<file path="src/lru_set_associative_cache_model_top_assert.svh">
// Assertion macros for the LRU cache tag store top level.
// Needs a clock named clk and a synchronous reset named rst in the including scope.
`ifndef LRU_SET_ASSOCIATIVE_CACHE_MODEL_TOP_ASSERT_SVH
`define LRU_SET_ASSOCIATIVE_CACHE_MODEL_TOP_ASSERT_SVH

// Checked at every clock edge outside reset.
`define LSAC_ASSERT(label, prop, msg) \
  label: assert property (@(posedge clk) disable iff (rst) prop) else $error(msg);

// Checked at every clock edge, reset included.
`define LSAC_ASSERT_ALWAYS(label, prop, msg) \
  label: assert property (@(posedge clk) prop) else $error(msg);

`endif

</file>
<file path="src/lsac_pkg.sv">
// Shared constants and types for the LRU set-associative cache tag store.
// No dependencies; imported by every module of the block.
package lsac_pkg;

  localparam int MAX_SET_BITS  = 8;
  localparam int MAX_WAYS      = 8;
  localparam int ADDRESS_BITS  = 48;
  localparam int MAX_OFF_BITS  = 32;

  localparam int SETS       = 1 << MAX_SET_BITS;
  localparam int SET_W      = MAX_SET_BITS;
  localparam int WAY_W      = $clog2(MAX_WAYS);
  localparam int RANK_W     = WAY_W;
  localparam int TAG_W      = ADDRESS_BITS - 2;  // offset and index take at least 2 bits
  localparam int CNT_W      = 32;
  localparam int SET_CFG_W  = 4;
  localparam int OFF_CFG_W  = 6;
  localparam int WAYS_CFG_W = 4;
  localparam int CFG_DATA_W = 6;
  localparam int CFG_IDX_W  = 2;

  typedef enum logic [CFG_IDX_W-1:0] {
    CFG_SET_BITS    = 2'd0,
    CFG_OFFSET_BITS = 2'd1,
    CFG_WAYS        = 2'd2
  } cfg_reg_t;

  // One set of the tag store, held as one memory row.
  typedef struct packed {
    logic [MAX_WAYS-1:0]             valid;
    logic [MAX_WAYS-1:0][TAG_W-1:0]  tag;
    logic [MAX_WAYS-1:0][RANK_W-1:0] rank;
  } row_t;

  // Running outcome of the way scan.
  typedef struct packed {
    logic              hit;
    logic [WAY_W-1:0]  hit_way;
    logic              free;
    logic [WAY_W-1:0]  free_way;
    logic [WAY_W-1:0]  victim_way;
    logic [RANK_W-1:0] best_rank;
  } scan_res_t;

endpackage

</file>
<file path="src/lsac_way_scan.sv">
// Shared tag/rank compare unit: examines one way of the fetched set per cycle.
// Depends on lsac_pkg for row_t and scan_res_t.
module lsac_way_scan
  import lsac_pkg::*;
(
  input  logic             clk,
  input  logic             clr,
  input  logic             step,
  input  logic [WAY_W-1:0] way,
  input  logic [TAG_W-1:0] tag,
  input  row_t             row,
  output scan_res_t        res
);

  logic              way_valid;
  logic [TAG_W-1:0]  way_tag;
  logic [RANK_W-1:0] way_rank;

  assign way_valid = row.valid[way];
  assign way_tag   = row.tag[way];
  assign way_rank  = row.rank[way];

  always_ff @(posedge clk) begin
    if (clr) begin
      res <= '0;
    end else if (step) begin
      // first matching valid way wins
      if (!res.hit && way_valid && (way_tag == tag)) begin
        res.hit     <= 1'b1;
        res.hit_way <= way;
      end
      if (!res.free && !way_valid) begin
        res.free     <= 1'b1;
        res.free_way <= way;
      end
      // oldest way, lowest index on ties
      if ((way == '0) || (way_rank > res.best_rank)) begin
        res.best_rank  <= way_rank;
        res.victim_way <= way;
      end
    end
  end

endmodule
</file>
<file path="config.mk">
export PLATFORM = sky130hd
export DESIGN_NAME = lsac_way_scan
export DESIGN_NICKNAME = d
export VERILOG_FILES = /design/src/lru_set_associative_cache_model_top_assert.svh /design/src/lsac_pkg.sv /design/src/lsac_way_scan.sv
export SDC_FILE = /design/constraint.sdc
export NUM_CORES = 1
export LEC_CHECK = 0
export BUFFER_PORTS_ARGS = -buffer_cell sky130_fd_sc_hd__buf_2
export CAP_MARGIN = 20
export CELL_PAD_IN_SITES_DETAIL_PLACEMENT = 1
export CELL_PAD_IN_SITES_GLOBAL_PLACEMENT = 1
export CORE_AREA = 2 2 179 181
export DETAILED_ROUTE_END_ITERATION = 16
export DIE_AREA = 0 0 181 183
export HOLD_SLACK_MARGIN = 0.05
export PLACE_DENSITY = 0.58
export SYNTH_ARGS = -nofsm -noshare
export SYNTH_HDL_FRONTEND = slang
export SYNTH_SLANG_ARGS = --single-unit
</file>
<file path="constraint.sdc">
create_clock -name clk -period 11.15 [get_ports clk]
set_input_delay 2.23 -clock clk [delete_from_list [all_inputs] [get_ports clk]]
set_output_delay 2.23 -clock clk [all_outputs]
set_load 0.02 [all_outputs]
</file>
# --- Word level (Yosys, flattened, before mapping) ---
# Cells that the tools add are included.
word_totals:
  regBits: 14
  input_bits: 452
  output_inout_bits: 14
  word_cells: 26
classes:
  n_lt_le_gt_ge: 2
  eq_ne: 1
  mux: 6
  reduce_logical: 11
op_table:
  columns: ["op", "n"]
  rows:
  - ["$bmux 46 s3", 1]
  - ["$eq 46x46->1", 1]
  - ["$mux 46", 1]
  - ["$bmux 3 s3", 1]
  - ["$reduce_and 2->1", 3]
  - ["$lt 3x4->1 const B", 1]
  - ["$bmux 1 s3", 1]
  - ["$gt 3x3->1", 1]
  - ["$logic_and 1x1->1", 3]
  - ["$logic_not 1->1", 3]
  - ["$logic_not 3->1", 1]
  - ["$mux 3", 1]
  - ["$logic_or 1x1->1", 1]
  - ["$mux 1", 1]

# --- Longest topological paths before layout ---
logic_depth:
  ltp_word: 5
  depth_mapped: 15
  depth_no_buf: 10

# --- Least setup slack after synthesis ---
# OpenSTA, ideal clock, no wires.
synth_timing:
  path_kind: "input -> register"
  start: "in way[0]"
  end: "reg res[3] in the netlist's numbering"
  setup_ns: 0.128
  arrival_ns: 5.207
  required_ns: 11.022
  path_slack_ns: 5.816
  stages: 14
  path_buffers: 5
  cell_sequence: "buf_6 > buf_12 > buf_6 > buf_2 > buf_4 > mux4_2 > mux2_2 > ha_1 > a21o_1 > a21oi_1 > a31oi_1 > o21ai_1 > mux2i_1 > nor2_1"
synth_between:
  elab_chain_cells: 5
  elab_cells_between_ends: 6
  classes_between: "order compare: 1; mux: 2; reduce/logical: 3"
synth_lines:
  columns: ["element", "line", "rtl"]
  rows:
  - ["start, declared", "lsac_way_scan.sv:9", "input logic [WAY_W-1:0] way,"]
  - ["$bmux 3 s3", "lsac_way_scan.sv:21", "assign way_rank = row.rank[way];"]
  - ["$mux 3 (implied by the code)", "lsac_way_scan.sv:21", null]
  - ["net way_rank[1]", "lsac_way_scan.sv:17", "logic [RANK_W-1:0] way_rank;"]
  - ["$gt 3x3->1", "lsac_way_scan.sv:37", "if ((way == '0) || (way_rank > res.best_rank)) begin"]
  - ["$logic_or 1x1->1", "lsac_way_scan.sv:37", null]
  - ["$reduce_and 2->1 (no line)", null, null]
  - ["end, declared", "lsac_way_scan.sv:12", "output scan_res_t res"]
# The timed path passes the listed nets, and every way through them passes these cells. The select of a mux whose other input is x is not followed.
# A chain may end at the register's enable or synchronous reset.

# --- Worst setup path after layout ---
# Ends and elaborated chain as after synthesis.

==> out/results.ini <==
[cts]
cts.path.max_buffers = 2
cts_hold_buf = 0
numCtsBuffers = 3
numClockSinks = 14
cts_resized = 0
cts.clk_slew.worst_paths_ns = 0.05
h-tree-depth = 1
root_buffer = clkbuf_16
cts_tree = done
postCtsSetupBuffers = 0
clk_latency_ns = 0.24

[critical_path]
cp_slowest_cell = buf_6
arrival_ns = 5.85
cpLargestDelayFamily = buffers and inverters
cp_num_buf_inv = 2
slowest_delay_ns = 0.61
critPathKind = input port to flop
crit_path_end_kind = flop
required_ns = 11.27
worstPathMaxFanout = 66
critPathLaunchType = input port
crit_chain = buf_6, buf_4, mux4_2, mux2_2, ha_1, a21o_1, a21oi_1, a31oi_1, o21ai_1, mux2i_1, nor2_1

[pwr]
p_leak_uw = 0.00337
power_density_mw_per_mm2 = 57.7
peakVddDrop_mv = 0.0422

[finish]
fin_nets = 1243
drive_above_1_share = 0.720
largestRegisters = res: 14 flops
final_cells = 1190
area_growth_syn_to_layout_pct = 65.2
top_register = res
fill_cells = 3741
largest_reg_flops = 14

[timing]
fin_crit_sh = 0.513
finalSetupViolCount = 0
hold_viol_final = 0
slew_violations = 0
relSlewSlack = 0.418
tightest_slew_ns = 0.873
tns_ns = 0
rsz0062_at_grt = false
fin_skew_ns = 0.000628
min_period_ns = 5.72
max_freq_mhz = 175
whs_ns = 0.479

[logic_synthesis]
synthFlopType = dfxtp_1
synthSimpleGateAreaFrac = 0.0730
syn_area_mm2 = 0.00420
synth_fp_nets = 802
ys_seq_elements = 14
async_flop_share = 0
synth.distinct_cells = 40
synth_compound_area_frac = 0.0498
synthAdderAreaFrac = 0.00894
synth_edf_count = 0
yosysSeqAreaShare = 0.0668
ys_warn_count = 0
avgSynthCellArea_um2 = 12.1
synth_top_family_by_area = multiplexers
synthMuxAreaShare = 0.652
synthCells = 347
synth-xor-area-share = 0.0939

[floorplanning]
rows = 65
start_util = 0.134
die_x_um = 181
coreArea_mm2 = 0.0312
die-area_mm2 = 0.0331
ios = 466
die_h_um = 183

[global_routing]
grt_pass1_vias = 5798
grt_max_degree = 67
grt_overflow = 0
grt_pass1_wl_mm = 34.4
antenna_found_initial = 2
grt_usage = 0.137

[detailed_routing]
dr.max_layer_used = met5
dr.pass1.iters = 4
route.met3.wl_mm = 1.75
postRouteAntennaNets = 0
drt_iter0_markers = 127
drc_errors = 0
vias_per_cell = 4.30
wl_met1_mm = 9.22
post_drt_wl_per_cell_um = 19.9
wl_mm = 23.7
met2_length_mm = 12.4
route.vias.total = 5121

[placed_design]
place_hpwl_mm = 21.1
io_buffers = 465
place.gp.congestion = 0.910
dp.cells = 1185

[run]
drv_cap = 0

[run_status]
status = completed

[min_path]
hp-class = flop to flop

==> where the power goes <==
group          switching [uW]  internal [uW]
Combinational             119            149
Sequential               2.37           54.5
Clock                    21.2           54.4
Total                     142            258
==> tightest hold or removal path, stage by stage, from the launching register on <==
cell and delay (ns):
dfxtp_1 0.30, o21ai_0 0.07, a21oi_1 0.06
==> worst paths after layout <==
check	start	to	slack, ns	cells after the start
min reg2reg	res[11]$_SDFFE_PP0P_	res[11]$_SDFFE_PP0P_	0.48	2
max reg2reg	res[1]$_SDFFE_PP0P_	res[3]$_SDFFE_PP0P_	9.12	8
max	way[0]	res[3]$_SDFFE_PP0P_	5.43	11
min	res[11]$_SDFFE_PP0P_	res[11]$_SDFFE_PP0P_	0.48	2
==> synth_stat cells, types with 6 or more instances <==
| cell type | number | share of area |
|---|---|---|
| mux2_2 | 16 | 0.043 |
| a21oi_1 | 8 | 0.0095 |
| nand2_1 | 7 | 0.0063 |
| mux4_2 | 75 | 0.40 |
| mux4_1 | 9 | 0.056 |
| nor2_1 | 12 | 0.011 |
| a221oi_1 | 6 | 0.013 |
| buf_4 | 8 | 0.014 |
| xnor2_1 | 9 | 0.019 |
| xor2_1 | 36 | 0.075 |
| mux2i_1 | 63 | 0.15 |
| o22ai_1 | 6 | 0.0089 |
| dfxtp_1 | 14 | 0.067 |
| buf_2 | 17 | 0.020 |
| nand4_1 | 11 | 0.016 |
==> kinds of logic (layout without fill, tap and decap cells) <==
logic type | after synthesis | in the layout
flip-flops | 14 | 14
XOR/XNOR | 45 | 45
multiplexers | 163 | 163
adder cells (fa/ha/maj) | 3 | 3
AO/OA/AOI/OAI | 32 | 32
AND/OR/NAND/NOR | 54 | 54
buffers and inverters | 36 | 476
other | 0 | 1
==> metrics by stage <==
step                 util  power (uW)  setup WS, ns  cell area [um^2]
finish              0.222         400          5.43              6930
global route        0.222         433          5.01              6930
CTS                 0.222         410          5.32              6930
detailed placement  0.219         332          5.05              6840
global placement    0.219         327          5.09              6840
floorplan               -         209          5.82              4200
==> layout make-up <==
type                       instances  area, um^2  share of cell area
multi-input combinational        297        3680               0.531
timing repair buffer             468        2360               0.340
tap                              402         503              0.0725
sequential                        14         280              0.0404
clock buffer                       4        88.8              0.0128
inverter                           4        15.0             0.00217
antenna                            1        2.50            0.000361
==> cell usage in the layout (no fill, tap or decap), types with 2 or more instances in the layout <==
master	n
nand4_1	11
nor4_1	2
nand3b_1	2
xnor2_1	9
mux4_1	9
o211ai_1	2
ha_1	3
nor3_1	2
nor2_1	12
buf_4	5
xor2_1	36
dfxtp_1	14
clkbuf_16	3
o22ai_1	6
a221oi_1	6
nor4_2	2
o21ai_0	3
mux2_2	16
a21oi_1	8
inv_1	4
mux2i_1	63
nand3_1	2
a211oi_1	2
nand2b_1	4
buf_2	462
mux4_2	75
nor2b_1	4
nand2_1	7
a22oi_1	2
==> per-layer routing <==
layer | vias up | global-route usage
met5 | - | 0
met2 | 297 | 0.260
li1 | 2334 | -
met3 | 18 | 0.0254
met1 | 2470 | 0.163
met4 | 2 | 0.0172
Note: power is estimated with default switching activity, not from simulation.
